===== config.mk =====
export PLATFORM = sky130hd
export DESIGN_NAME = avcc_parameter_set_splitter
export DESIGN_NICKNAME = d
export VERILOG_FILES = /design/src/design/avccps_pkg.sv /design/src/design/avcc_parameter_set_splitter.sv
export SDC_FILE = /design/constraint.sdc
export NUM_CORES = 1
export LEC_CHECK = 0
export BUFFER_PORTS_ARGS = -buffer_cell sky130_fd_sc_hd__buf_2
export CORE_ASPECT_RATIO = 1.1
export CORE_MARGIN = 1.5
export CORE_UTILIZATION = 65
export CTS_CLUSTER_DIAMETER = 30
export CTS_CLUSTER_SIZE = 20
export DETAILED_ROUTE_END_ITERATION = 10
export PLACE_DENSITY = 0.83
export SLEW_MARGIN = 20
export SYNTH_ARGS = -nofsm -noshare
export SYNTH_HDL_FRONTEND = slang
export SYNTH_SLANG_ARGS = --single-unit

===== constraint.sdc =====
create_clock -name clk_i -period 6.1 [get_ports clk_i]
set_input_delay 1.22 -clock clk_i [delete_from_list [all_inputs] [get_ports clk_i]]
set_output_delay 1.22 -clock clk_i [all_outputs]
set_load 0.01 [all_outputs]

===== src/design/avccps_pkg.sv =====
package avccps_pkg;

  // Parser phases of the configuration record
  typedef enum logic [2:0] {
    PH_HEADER    = 3'd0,
    PH_SPS_COUNT = 3'd1,
    PH_SPS_LEN   = 3'd2,
    PH_SPS_DATA  = 3'd3,
    PH_PPS_COUNT = 3'd4,
    PH_PPS_LEN   = 3'd5,
    PH_PPS_DATA  = 3'd6,
    PH_TAIL      = 3'd7
  } phase_e;

  // Completion status codes
  localparam logic [1:0] ST_OK        = 2'd0;
  localparam logic [1:0] ST_TRUNCATED = 2'd1;
  localparam logic [1:0] ST_NO_SPS    = 2'd2;

  // Index of the final fixed header byte
  localparam logic [2:0]  HEADER_LAST    = 3'd4;
  // Low five bits of the SPS count byte hold the count
  localparam logic [7:0]  SPS_COUNT_MASK = 8'h1f;
  localparam logic [15:0] TOTAL_MAX      = 16'hffff;

  typedef struct packed {
    logic [7:0] data_byte;
    logic       last_byte;
  } in_item_t;

  typedef struct packed {
    logic        payload_valid;
    logic [7:0]  payload_byte;
    logic        is_pps;
    logic        unit_start;
    logic        unit_end;
    logic [7:0]  unit_number;
    logic        done_res;
    logic [1:0]  status;
    logic [15:0] sps_total;
    logic [15:0] pps_total;
  } out_item_t;

endpackage


===== src/design/avcc_parameter_set_splitter.sv =====
// Splits the SPS and PPS payloads out of an H.264 decoder configuration record.
// Input channel: one record byte per transaction (in_valid_i / in_stall_o), with
// last_byte set on the final byte of the record. Output channel: exactly one
// result per input byte (out_valid_o / out_stall_i), tagging payload bytes with
// kind, unit index and start/end marks, and carrying saturating SPS/PPS totals.
// The result for the last byte has done_res set and a status: ok, truncated, or
// no SPS present. After that byte the parser returns to its reset state, so
// the next byte starts a new record.
// A byte accepted on in_valid_i enters the input register; once the result
// register is free, the parser writes its result there, shown on out_valid_o.
// Throughput: one byte per cycle while out_stall_i is low; the parser state is
// a set of small counters updated in the single pass between the input and
// result registers. When the receiver stalls, the result register holds; the
// input register still takes one more byte if it is empty, after which
// in_stall_o follows out_stall_i.
// Reset (rst_ni low, asynchronous) empties both registers and clears the
// parser state and totals.
module avcc_parameter_set_splitter (
  input  logic                  clk_i,
  input  logic                  rst_ni,
  input  logic                  in_valid_i,
  output logic                  in_stall_o,
  input  avccps_pkg::in_item_t  in_data_i,
  output logic                  out_valid_o,
  input  logic                  out_stall_i,
  output avccps_pkg::out_item_t out_data_o
);
  import avccps_pkg::*;

  logic      in_valid_q;
  in_item_t  in_q;
  logic      out_valid_q;
  out_item_t out_q;
  out_item_t res;

  logic      out_ready;
  logic      parse_fire;

  phase_e      phase_q, phase_d;
  logic [2:0]  hpos_q, hpos_d;
  logic [7:0]  sets_q, sets_d;
  logic [7:0]  len_hi_q, len_hi_d;
  logic [15:0] left_q, left_d;
  logic [7:0]  cnt_q, cnt_d;
  logic [15:0] sps_tot_q, sps_tot_d;
  logic [15:0] pps_tot_q, pps_tot_d;

  logic        is_pps_ph;
  logic [7:0]  sets_dec;
  logic [7:0]  b;

  // Handshake: result register frees when empty or taken
  assign out_ready  = !out_valid_q || !out_stall_i;
  assign parse_fire = in_valid_q && out_ready;
  assign in_stall_o = in_valid_q && !out_ready;

  assign b        = in_q.data_byte;
  assign sets_dec = (sets_q != 8'd0) ? sets_q - 8'd1 : 8'd0;

  // Parse one byte: next state and result
  always_comb begin
    phase_d   = phase_q;
    hpos_d    = hpos_q;
    sets_d    = sets_q;
    len_hi_d  = len_hi_q;
    left_d    = left_q;
    cnt_d     = cnt_q;
    sps_tot_d = sps_tot_q;
    pps_tot_d = pps_tot_q;
    is_pps_ph = 1'b0;
    res       = '0;

    unique case (phase_q)
      PH_HEADER: begin
        if (hpos_q >= HEADER_LAST) begin
          phase_d = PH_SPS_COUNT;
          hpos_d  = 3'd0;
        end else begin
          hpos_d = hpos_q + 3'd1;
        end
      end
      PH_SPS_COUNT, PH_PPS_COUNT: begin
        is_pps_ph = (phase_q == PH_PPS_COUNT);
        sets_d    = is_pps_ph ? b : (b & SPS_COUNT_MASK);
        cnt_d     = 8'd0;
        hpos_d    = 3'd0;
        if (sets_d == 8'd0) begin
          phase_d = is_pps_ph ? PH_TAIL : PH_PPS_COUNT;
        end else begin
          phase_d = is_pps_ph ? PH_PPS_LEN : PH_SPS_LEN;
        end
      end
      PH_SPS_LEN, PH_PPS_LEN: begin
        is_pps_ph = (phase_q == PH_PPS_LEN);
        if (hpos_q == 3'd0) begin
          len_hi_d = b;
          hpos_d   = 3'd1;
        end else begin
          left_d = {len_hi_q, b};
          hpos_d = 3'd0;
          if (left_d == 16'd0) begin
            // Empty unit: consume its index and move on
            sets_d = sets_dec;
            cnt_d  = cnt_q + 8'd1;
            if (sets_dec == 8'd0) begin
              phase_d = is_pps_ph ? PH_TAIL : PH_PPS_COUNT;
            end else begin
              phase_d = is_pps_ph ? PH_PPS_LEN : PH_SPS_LEN;
            end
          end else begin
            phase_d = is_pps_ph ? PH_PPS_DATA : PH_SPS_DATA;
          end
        end
      end
      PH_SPS_DATA, PH_PPS_DATA: begin
        is_pps_ph         = (phase_q == PH_PPS_DATA);
        res.payload_valid = 1'b1;
        res.payload_byte  = b;
        res.is_pps        = is_pps_ph;
        res.unit_start    = (hpos_q == 3'd0);
        res.unit_end      = (left_q <= 16'd1);
        res.unit_number   = cnt_q;
        hpos_d            = 3'd1;
        if (is_pps_ph) begin
          if (pps_tot_q != TOTAL_MAX) pps_tot_d = pps_tot_q + 16'd1;
        end else begin
          if (sps_tot_q != TOTAL_MAX) sps_tot_d = sps_tot_q + 16'd1;
        end
        left_d = (left_q != 16'd0) ? left_q - 16'd1 : 16'd0;
        if (left_d == 16'd0) begin
          sets_d = sets_dec;
          cnt_d  = cnt_q + 8'd1;
          hpos_d = 3'd0;
          if (sets_dec == 8'd0) begin
            phase_d = is_pps_ph ? PH_TAIL : PH_PPS_COUNT;
          end else begin
            phase_d = is_pps_ph ? PH_PPS_LEN : PH_SPS_LEN;
          end
        end
      end
      PH_TAIL: begin
        // Ignore extension bytes until the record ends
      end
      default: begin
      end
    endcase

    res.done_res  = in_q.last_byte;
    res.sps_total = sps_tot_d;
    res.pps_total = pps_tot_d;
    if (in_q.last_byte) begin
      priority if (phase_d != PH_TAIL) begin
        res.status = ST_TRUNCATED;
      end else if (sps_tot_d == 16'd0) begin
        res.status = ST_NO_SPS;
      end else begin
        res.status = ST_OK;
      end
      // Return to reset for the next record
      phase_d   = PH_HEADER;
      hpos_d    = 3'd0;
      sets_d    = 8'd0;
      len_hi_d  = 8'd0;
      left_d    = 16'd0;
      cnt_d     = 8'd0;
      sps_tot_d = 16'd0;
      pps_tot_d = 16'd0;
    end
  end

  // Input register valid and result register valid
  always_ff @(posedge clk_i or negedge rst_ni) begin
    if (!rst_ni) begin
      in_valid_q  <= 1'b0;
      out_valid_q <= 1'b0;
    end else begin
      if (!in_stall_o) in_valid_q <= in_valid_i;
      if (out_ready) out_valid_q <= in_valid_q;
    end
  end

  // Payload registers: capture on acceptance, hold when stalled
  always_ff @(posedge clk_i) begin
    if (in_valid_i && !in_stall_o) in_q <= in_data_i;
    if (parse_fire) out_q <= res;
  end

  // Parser state: advance once per parsed byte
  always_ff @(posedge clk_i or negedge rst_ni) begin
    if (!rst_ni) begin
      phase_q   <= PH_HEADER;
      hpos_q    <= 3'd0;
      sets_q    <= 8'd0;
      len_hi_q  <= 8'd0;
      left_q    <= 16'd0;
      cnt_q     <= 8'd0;
      sps_tot_q <= 16'd0;
      pps_tot_q <= 16'd0;
    end else if (parse_fire) begin
      phase_q   <= phase_d;
      hpos_q    <= hpos_d;
      sets_q    <= sets_d;
      len_hi_q  <= len_hi_d;
      left_q    <= left_d;
      cnt_q     <= cnt_d;
      sps_tot_q <= sps_tot_d;
      pps_tot_q <= pps_tot_d;
    end
  end

  assign out_valid_o = out_valid_q;
  assign out_data_o  = out_q;

`ifndef SYNTHESIS
  // A nonzero status appears only on the closing result of a record
  a_status_on_done: assert property (@(posedge clk_i) disable iff (!rst_ni)
    (out_valid_o && out_data_o.status != ST_OK) |-> out_data_o.done_res)
    else $error("status set on a result that is not the last of a record");

  // Non-payload results carry no unit tags
  a_tags_payload_only: assert property (@(posedge clk_i) disable iff (!rst_ni)
    (out_valid_o && !out_data_o.payload_valid) |->
      (!out_data_o.is_pps && !out_data_o.unit_start && !out_data_o.unit_end &&
       out_data_o.unit_number == 8'd0))
    else $error("unit tags set on a non-payload result");

  // The last byte of a record returns the parser to its reset state
  a_restart_after_last: assert property (@(posedge clk_i) disable iff (!rst_ni)
    (parse_fire && in_q.last_byte) |=>
      (phase_q == PH_HEADER && hpos_q == 3'd0 && sps_tot_q == 16'd0 &&
       pps_tot_q == 16'd0))
    else $error("parser state not cleared after the last byte");
`endif

endmodule


# Yosys cells after proc, flatten, opt, wreduce, memory -nomap -nowiden
# Index checks and enable logic that the tools add are counted.
[word_totals]
ram_bits = 0
regBits = 144
latchBits = 0
romBits = 0
out_inout_bits = 57
word_cells = 125
memories = 0
[op_classes]
n_addsub = 6
n_reduce_logical = 30
mul = 0
n_shift = 0
eq_ne = 12
bitwise_logic = 1
n_mux = 51
magnitude_cmp = 2
div_mod_pow = 0
[op_table]
columns = ["cell", "count"]
rows = [
  ["$mux W16", 11],
  ["$mux W8", 13],
  ["$logic_not A16 Y1", 3],
  ["$pmux W8 S3", 2],
  ["$mux W3", 14],
  ["$add A16 B1 Y16 const B", 2],
  ["$ne A16 B16 Y1 const B", 2],
  ["$pmux W16 S2", 1],
  ["$pmux W3 S4", 2],
  ["$mux W20", 1],
  ["$le A16 B1 Y1 const B", 1],
  ["$logic_not A8 Y1", 2],
  ["$reduce_bool A16 Y1", 1],
  ["$sub A16 B1 Y16 const B", 1],
  ["$ne A3 B3 Y1 const B", 4],
  ["$eq A3 B3 Y1 const B", 3],
  ["$add A8 B1 Y8 const B", 1],
  ["$mux W2", 4],
  ["$reduce_bool A8 Y1", 1],
  ["$reduce_or A2 Y1", 4],
  ["$sub A8 B1 Y8 const B", 1],
  ["$eq A3 B2 Y1 const B", 2],
  ["$logic_not A3 Y1", 2],
  ["$reduce_and A3 Y1", 2],
  ["other kinds (14)", 22],
]

# Logic depth before layout (Yosys ltp)
# Gate-level depths: netlist of the first run.
[logic_depth]
ltp_word = 9
ltp_mapped = 13
depth_no_buf = 12

# Worst setup path after synthesis of the first run
# Ideal clock, no wire load.
[synth_timing]
path_kind = "input to register"
from = "input out_stall_i"
to = "register sps_tot_q[0]"
cell_stages = 7
t_required_ns = 5.970
t_arrival_ns = 3.708
path_slack_ns = 2.262
path_buffers = 1
path_cell_list = "nand2_1 > nand2_1 > inv_1 > clkbuf_1 > o21ai_0 > nand2_1 > o21ai_0"
[synth_between]
elab_chain_cells = 3
[synth_rtl]
columns = ["item", "line", "text"]
rows = [
  ["start, declared", "avcc_parameter_set_splitter.sv:25", "input logic out_stall_i,"],
  ["$logic_not A1 Y1", "avcc_parameter_set_splitter.sv:53", "assign out_ready = !out_valid_q || !out_stall_i;"],
  ["$logic_or A1 B1 Y1", "avcc_parameter_set_splitter.sv:53", ""],
  ["$logic_and A1 B1 Y1", "avcc_parameter_set_splitter.sv:54", "assign parse_fire = in_valid_q && out_ready;"],
  ["net parse_fire", "avcc_parameter_set_splitter.sv:37", "logic parse_fire;"],
  ["end signal, assigned", "avcc_parameter_set_splitter.sv:206", "sps_tot_q <= sps_tot_d;"],
  ["end, declared", "avcc_parameter_set_splitter.sv:45", "logic [15:0] sps_tot_q, sps_tot_d;"],
]
# The timed path passes the listed nets, and every way through them passes these cells.
# A chain may end at the register's enable or synchronous reset.

# Worst setup path after layout of the first run
[layout_timing]
from = "register phase_q[2]"
to = "register cnt_q[0]"
[layout_between]
elab_chain_cells = 4
word_cells_on_any_way = 16
cone_classes = "eq/ne: 9; mux: 2; reduce/logical: 5"
[layout_rtl]
columns = ["item", "line", "text"]
rows = [
  ["start, declared", "avcc_parameter_set_splitter.sv:39", "phase_e phase_q, phase_d;"],
  ["start signal, assigned", "avcc_parameter_set_splitter.sv:200", "phase_q <= phase_d;"],
  ["$eq A3 B3 Y1 (tied with other cells)", "avcc_parameter_set_splitter.sv:73", "unique case (phase_q)"],
  ["$reduce_or A2 Y1", "avcc_parameter_set_splitter.sv:73", ""],
  ["$ne A3 B3 Y1 (no line) (tied with other cells)", "--", ""],
  ["$reduce_and A5 Y1 (no line) / $mux W8 (equally long branches)", "--", ""],
  ["end signal, assigned", "avcc_parameter_set_splitter.sv:205", "cnt_q <= cnt_d;"],
  ["end, declared", "avcc_parameter_set_splitter.sv:44", "logic [7:0] cnt_q, cnt_d;"],
]
# Several ways; a longest one is shown, not always the timed one.

==> key figures, run 1 <==
Clock network
  • TritonCTS Buffers: 17
  • Post-CTS Hold Buffers: 0
  • CTS max path bufs: 2
  • H-tree Lvls: 4
  • CTS root buf: clkbuf_16
  • CTS resizes: 0
  • Reg clk slew, reported paths: ~0.060 ns
  • Post-CTS setup repair buffer count: 0
  • Clock sinks: between 100 and 150
  • TritonCTS clock tree: yes
  • Clock latency on the worst-skew pair: ~0.43 ns

Logic synthesis
  • Synth Area in XOR/XNOR: ~3.2%
  • Distinct cell type count after synthesis: between 70 and 80
  • Compound-Gate Fraction of Synth Area: between 10% and 20%
  • Yosys warnings: 0
  • Ys flop type: dfrtp_1
  • Syn_nets: 824
  • Mapped Cells: 798
  • Async SR Flop Fraction: 55.6%
  • Synth Area in Adders: under 10%
  • Largest family of logic cells by synthesized area: simple AND/OR/NAND/NOR gates
  • Synthesized area: 7920 um2
  • Post-synthesis average cell area: between 9 and 10 um2
  • Post-synth EDFFs: 64
  • Sequential-to-total area share from yosys stat: around 50%
  • Simple-Gate Fraction of Synth Area: roughly a fifth
  • Mux contribution to synthesized area: 1.18%
  • Yosys reg bits: approximately 140

Timing
  • Worst-Margin Slew: ~1.1 ns
  • Fin. max-slew vios: 0
  • Min Clock Period, post-route: 4.61 ns
  • Final Hold Vio Count: 0
  • Worst hold margin: 0.516 ns
  • Layout Skew: 0.00872 ns
  • Max Fclk: about 220 MHz
  • Setup TNS: 0 ns
  • Rel. slew slack: a little over a quarter
  • Crit share post-route: roughly three quarters
  • Unrepaired setup endpoints after global routing: no
  • Setup WS post-layout: around 1.5 ns
  • Final setup fails: 0

Cells and area
  • Fin nets: approximately 860
  • Util after Layout: between 70% and 80%
  • Most common cell after layout, fill and taps aside: dfrtp_1
  • Share of cells above drive strength 1: ~16%
  • Antenna cells: 0
  • Most frequent cells in the layout: dfrtp_1, nand2_1, buf_2
  • Fillers: about 800
  • Area grow syn2layout: 11.9%

Detailed routing
  • Routed WL per cell: roughly 20 um
  • Final ANT Viol Nets: 0
  • Post-Route WL: between 15 and 20 mm
  • Initial detailed-routing violation count: 729
  • Via density: 6.66
  • DRC Markers: 0
  • First drt pass iteration count: 6
  • Via count: approximately 6700

Setup path
  • Reg2Reg Capture Point: cnt_q[0]$_DFFE_PN0P_
  • Crit path max fanout: 31
  • Crit Path Category: reg -> reg
  • Worst setup EP type: flip-flop
  • Worst EP arrival: around 4.9 ns
  • Worst reg2reg path startpoint: phase_q[2]$_DFFE_PN0P_
  • R2r setup slk: 1.49 ns
  • CP Launch Type: flip-flop
  • Critical path required time: approximately 6.4 ns
  • Worst Reg2Reg Path Length in Cells: 6

Worst hold path
  • Hold crit path type: reg -> reg
  • Hold path cells: 2
  • WHS Endpoint: hpos_q[1]$_DFFE_PN0P_
  • Hold_sp: hpos_q[1]$_DFFE_PN0P_

Pwr
  • Worst vdd ir: 0.265 mV
  • Power Total: 3.40 mW
  • Leakage: 3.82 nW
  • P per Cell Area: between 300 and 400 nW/um2

Floorplan
  • Die H: ~120 um
  • Die Wd: roughly 110 um
  • Ports: 70
  • Initial core utilization: approximately two thirds
  • Row count: 42
  • Core Region: 12000 um2
  • Die Area: 12900 um2

Flow run
  • MaxCap Viol Count: 0

Place
  • Pre-CTS WS: between 1.5 and 2 ns
  • RePlAce Congestion: 0.869
  • Post-DP HPWL: 12.8 mm
  • Number of buffers added on ports: 69

Global routing
  • Initial antenna violation count: 0
  • First-pass GRT wire length: approximately 32 mm
  • Gr ovfl total: 0
  • Largest net degree at the start of global routing: 81
  • Tot GR Track Use: 32.8%
  • Vias in the first global route: approximately 6400

Outcome
  • Status: finished, final reports clean
==> worst max path at each step <==
stage / startpoint / end / slack [ns] / cells past startpoint
after floorplan: out_stall_i / sps_tot_q[0]$_DFFE_PN0P_ / 2.26 / 7
after global placement: phase_q[2]$_DFFE_PN0P_ / cnt_q[0]$_DFFE_PN0P_ / 1.88 / 6
after detailed placement: phase_q[2]$_DFFE_PN0P_ / cnt_q[0]$_DFFE_PN0P_ / 1.70 / 6
after CTS: phase_q[2]$_DFFE_PN0P_ / cnt_q[0]$_DFFE_PN0P_ / 1.62 / 6
after global routing: phase_q[2]$_DFFE_PN0P_ / cnt_q[0]$_DFFE_PN0P_ / 1.19 / 6
final: phase_q[2]$_DFFE_PN0P_ / cnt_q[0]$_DFFE_PN0P_ / 1.49 / 6
==> cell families (layout without fill, tap and decap cells) <==
kind of cell             after synthesis  count (layout)
flip-flops                           144             144
multiplexers                           8               8
AND/OR/NAND/NOR                      290             290
adder cells (fa/ha/maj)               13              13
XOR/XNOR                              29              29
AO/OA/AOI/OAI                        221             221
buffers and inverters                 93             143
==> routing by layer <==
| layer | track usage, % | vias to the layer above | part of all wire [%] |
|---|---|---|---|
| met4 | 13.2 | 0 | 2.7 |
| met2 | 54.2 | 363 | 50 |
| met5 | 0 | - | 0 |
| met1 | 42.1 | 3228 | 40 |
| li1 | - | 3025 | - |
| met3 | 6.51 | 55 | 7.2 |
==> where the power goes <==
part | switching, mW | internal [mW] | total [mW]
clock network | 0.393 | 0.763 | 1.16
logic | 0.548 | 0.366 | 0.914
registers | 0.196 | 1.14 | 1.33
==> final cells by class <==
type	count	area, um2	area share [%]
clock buffers	20	437	4.93
well taps	154	193	2.17
repair buffers	74	389	4.39
flip-flops and latches	144	3920	44.3
multi-input cells	561	3570	40.3
inverters	37	139	1.57
clock inverters	12	214	2.41
==> sequential cells by signal (all words and copies together), names as in the netlist, 3 cells and up <==
register	flops
len_hi_q	8
phase_q	3
cnt_q	8
hpos_q	3
sps_tot_q	16
left_q	16
pps_tot_q	16
out_data_o	55
b	8
sets_q	8
==> worst max-delay path, cell delays in order, from the launching register on <==
cell,delay (ns)
dfrtp_1,0.66
xor2_1,0.59
nand2_1,0.81
nor2_1,0.99
o32a_1,0.71
and2_4,0.40
mux2_4,0.32
==> cells in the mapped netlist, types with 17 or more instances <==
cell type,n,area share [%]
xor2_1,18,2.0
dfrtp_1,80,25
o21ai_0,54,3.4
nand2_1,74,3.5
a21oi_1,43,2.7
edfxtp_1,64,24
nand3_1,20,1.3
nor2_1,58,2.7
and3_1,31,2.4
clkbuf_1,38,1.8
nor3_1,17,1.1
a22o_1,21,2.3
inv_1,37,1.8
==> through the flow <==
step | area, um2 | std cells
after global placement | 8210 | 970
after detailed placement | 8210 | 970
after CTS | 8860 | 1002
final | 8860 | 1002
after global routing | 8860 | 1002
after floorplan | 7920 | 798
Power figures use the tool's default switching activity.
==> inputs of run 2 (changes only) <==
--- a/config.mk
+++ b/config.mk
@@ -8,11 +8,11 @@
 export BUFFER_PORTS_ARGS = -buffer_cell sky130_fd_sc_hd__buf_2
 export CORE_ASPECT_RATIO = 1.1
 export CORE_MARGIN = 1.5
-export CORE_UTILIZATION = 65
+export CORE_UTILIZATION = 54
 export CTS_CLUSTER_DIAMETER = 30
 export CTS_CLUSTER_SIZE = 20
 export DETAILED_ROUTE_END_ITERATION = 10
-export PLACE_DENSITY = 0.83
+export PLACE_DENSITY = 0.73
 export SLEW_MARGIN = 20
 export SYNTH_ARGS = -nofsm -noshare
 export SYNTH_HDL_FRONTEND = slang
==> constraint.sdc (replaced) <==
create_clock -name clk_i -period 3.7 [get_ports clk_i]
set_input_delay 0.74 -clock clk_i [delete_from_list [all_inputs] [get_ports clk_i]]
set_output_delay 0.74 -clock clk_i [all_outputs]
set_load 0.01 [all_outputs]
==> key figures, run 2 (same netlist as run 1, synthesis figures left out) <==
Place
  • RePlAce Congestion: 0.896 (+3.1%)
  • Number of buffers added on ports: 69 (unchanged)
  • Pre-CTS WS: 0.529 ns (-1.18 ns)
  • Placed cells: 1016 (+4.7%)
  • Post-DP HPWL: 13.3 mm (+3.6%)
  • Placement Cell Area: 8320 um2 (+1.3%)

Cells and area
  • Most frequent cells in the layout: dfrtp_1, nand2_1, buf_2
  • Fillers: 1230 (+51%)
  • Antenna cells: 0 (unchanged)
  • Max reg flops: 55 (unchanged)
  • Fin nets: 869 (+0.93%)
  • Area grow syn2layout: 12.7%
  • Post-route insts no fill: 1048 (+4.6%)
  • Final instance area: 8930 um2 (+0.75%)
  • Multi-input combinational cell area: 3570 um2 (unchanged)
  • Share of cells above drive strength 1: 17.3% (+1.4 points)
  • FF/Latch Area: 3920 um2 (unchanged)
  • Most common cell after layout, fill and taps aside: dfrtp_1

Setup path
  • Slowest cell on crit path: or4_4
  • Crit Path Category: reg -> reg
  • Worst path max stage delay: 0.59 ns (-0.40 ns)
  • Worst setup EP type: flip-flop
  • Crit path max fanout: 16 (-48%)
  • Worst EP arrival: 3.52 ns (-1.40 ns)
  • Crit path cell chain: inv_1 > ha_1 > nor4b_2 > nand3b_1 > a21oi_1 > o211ai_1 > or4_4 > and2_4 > mux2_4
  • Critical path required time: 4.01 ns (-2.40 ns)
  • CP Launch Type: flip-flop

Clock network
  • CTS resizes: 0 (unchanged)
  • Reg clk slew, reported paths: 0.06 ns (about the same)
  • TritonCTS Buffers: 17 (unchanged)
  • Clock sinks: 144 (unchanged)
  • Post-CTS Hold Buffers: 0 (unchanged)
  • H-tree Lvls: 4 (unchanged)
  • CTS max path bufs: 2 (unchanged)
  • TritonCTS clock tree: yes
  • Post-CTS setup repair buffer count: 0 (unchanged)
  • Clock latency on the worst-skew pair: 0.43 ns (about the same)
  • CTS root buf: clkbuf_16

Timing
  • Max Fclk: 311 MHz (+43%)
  • Worst hold margin: 0.367 ns (-0.149 ns)
  • Final Hold Vio Count: 0 (unchanged)
  • Fin. max-slew vios: 0 (unchanged)
  • Setup TNS: 0 ns (unchanged)
  • Rel. slew slack: 39.0% (+12 points)
  • Final setup fails: 0 (unchanged)
  • Unrepaired setup endpoints after global routing: no
  • Worst-Margin Slew: 0.914 ns (-0.179 ns)
  • Min Clock Period, post-route: 3.21 ns (-1.39 ns)
  • Layout Skew: 0.0107 ns (+0.00197 ns)
  • Crit share post-route: 86.8% (+11 points)
  • Setup WS post-layout: 0.487 ns (-1.01 ns)

Global routing
  • Gr ovfl total: 0 (unchanged)
  • First-pass GRT wire length: 31.7 mm (-2.2%)
  • Tot GR Track Use: 26.0% (-6.8 points)
  • Vias in the first global route: 6301 (-2.2%)
  • Initial antenna violation count: 0 (unchanged)
  • Largest net degree at the start of global routing: 81 (unchanged)

Floorplan
  • Row count: 46 (+9.5%)
  • Die Wd: 118 um (+9.4%)
  • Initial core utilization: 55.1% (-11 points)
  • Ports: 70 (unchanged)
  • Die H: 130 um (+9.5%)
  • Core Region: 14400 um2 (+20%)
  • Die Area: 15400 um2 (+20%)

Detailed routing
  • Final ANT Viol Nets: 0 (unchanged)
  • Initial detailed-routing violation count: 697 (-4.4%)
  • First drt pass iteration count: 5 (-1)
  • DRC Markers: 0 (unchanged)
  • Via density: 6.24 (-6.2%)
  • Via count: 6542 (-1.9%)
  • Routed WL per cell: 18.5 um (-7.2%)
  • Post-Route WL: 19.4 mm (-2.9%)

Pwr
  • Leakage: 3.84 nW (+0.58%)
  • Switch Pwr: 1.92 mW (+69%)
  • Worst vdd ir: 0.439 mV (+66%)
  • Comb pwr share: 28.2% (+1.4 points)
  • Switch share: 35.0% (+1.6 points)
  • P per Cell Area: 613 nW/um2 (+60%)
  • Clock power frac: 31.8% (-2.2 points)
  • Part of the power in registers: 40.1% (+0.9 points)
  • Cell internal pwr: 3.56 mW (+57%)

Outcome
  • Status: finished, final reports clean

Flow run
  • MaxCap Viol Count: 0 (unchanged)

Worst hold path
  • Hold crit path type: in -> async
-- run 2: final cells by class --
cell class              instances  area share [%]
clock buffers                  21            5.38
inverters                      37            1.56
flip-flops and latches        144            43.9
well taps                     192            2.69
multi-input cells             561            40.0
repair buffers                 82            5.03
clock inverters                11            1.44
-- run 2: power by group through the flow --
stage,sequential (mW),combinational [mW],clock [mW]
detailed placement,2.21,1.52,0
finish,2.19,1.54,1.74
CTS,2.18,1.53,1.77
global placement,2.20,1.50,0
global route,2.22,1.71,1.84
floorplan,2.06,1.30,0
-- run 2: per-stage QoR --
| stage | total power, mW | utilization (%) |
|---|---|---|
| 2_1_floorplan | 3.36 | - |
| 3_3_place_gp | 3.70 | 57.8 |
| 3_5_place_dp | 3.73 | 57.8 |
| 4_1_cts | 5.48 | 62.0 |
| 5_1_grt | 5.77 | 62.1 |
| 6_report | 5.48 | 62.1 |
-- run 2: final timing paths --
| check | to | from | depth (start not counted) | slack (ns) |
|---|---|---|---|---|
| max in group asynchronous | sets_q[0]$_DFFE_PN0P_ | rst_ni | 1 | 2.82 |
| setup reg to reg | cnt_q[0]$_DFFE_PN0P_ | left_q[0]$_DFFE_PN0P_ | 9 | 0.49 |
| hold reg to reg | out_valid_o$_DFFE_PN0N_ | in_valid_q$_DFFE_PN0N_ | 1 | 0.53 |
| setup / recovery | cnt_q[0]$_DFFE_PN0P_ | left_q[0]$_DFFE_PN0P_ | 9 | 0.49 |
| min in group clk_i | b[0]$_DFFE_PP_ | in_data_i[1] | 1 | 0.49 |
| hold / removal | sps_tot_q[8]$_DFFE_PN0P_ | rst_ni | 1 | 0.37 |
-- run 2: metal layers --
layer	share of wire [%]	GRT usage, %
met1	43	34.2
met2	49	42.7
met3	5.3	4.72
met4	2.7	11.7
met5	0	0
-- run 2: worst max-delay path, delay by kind of cell (launching register included) --
kind	cells	cell delay, ns
buffers and inverters	1	0.15
AO/OA/AOI/OAI	2	0.37
adder cells (fa/ha/maj)	1	0.40
flip-flops	1	0.45
multiplexers	1	0.31
AND/OR/NAND/NOR	4	1.40
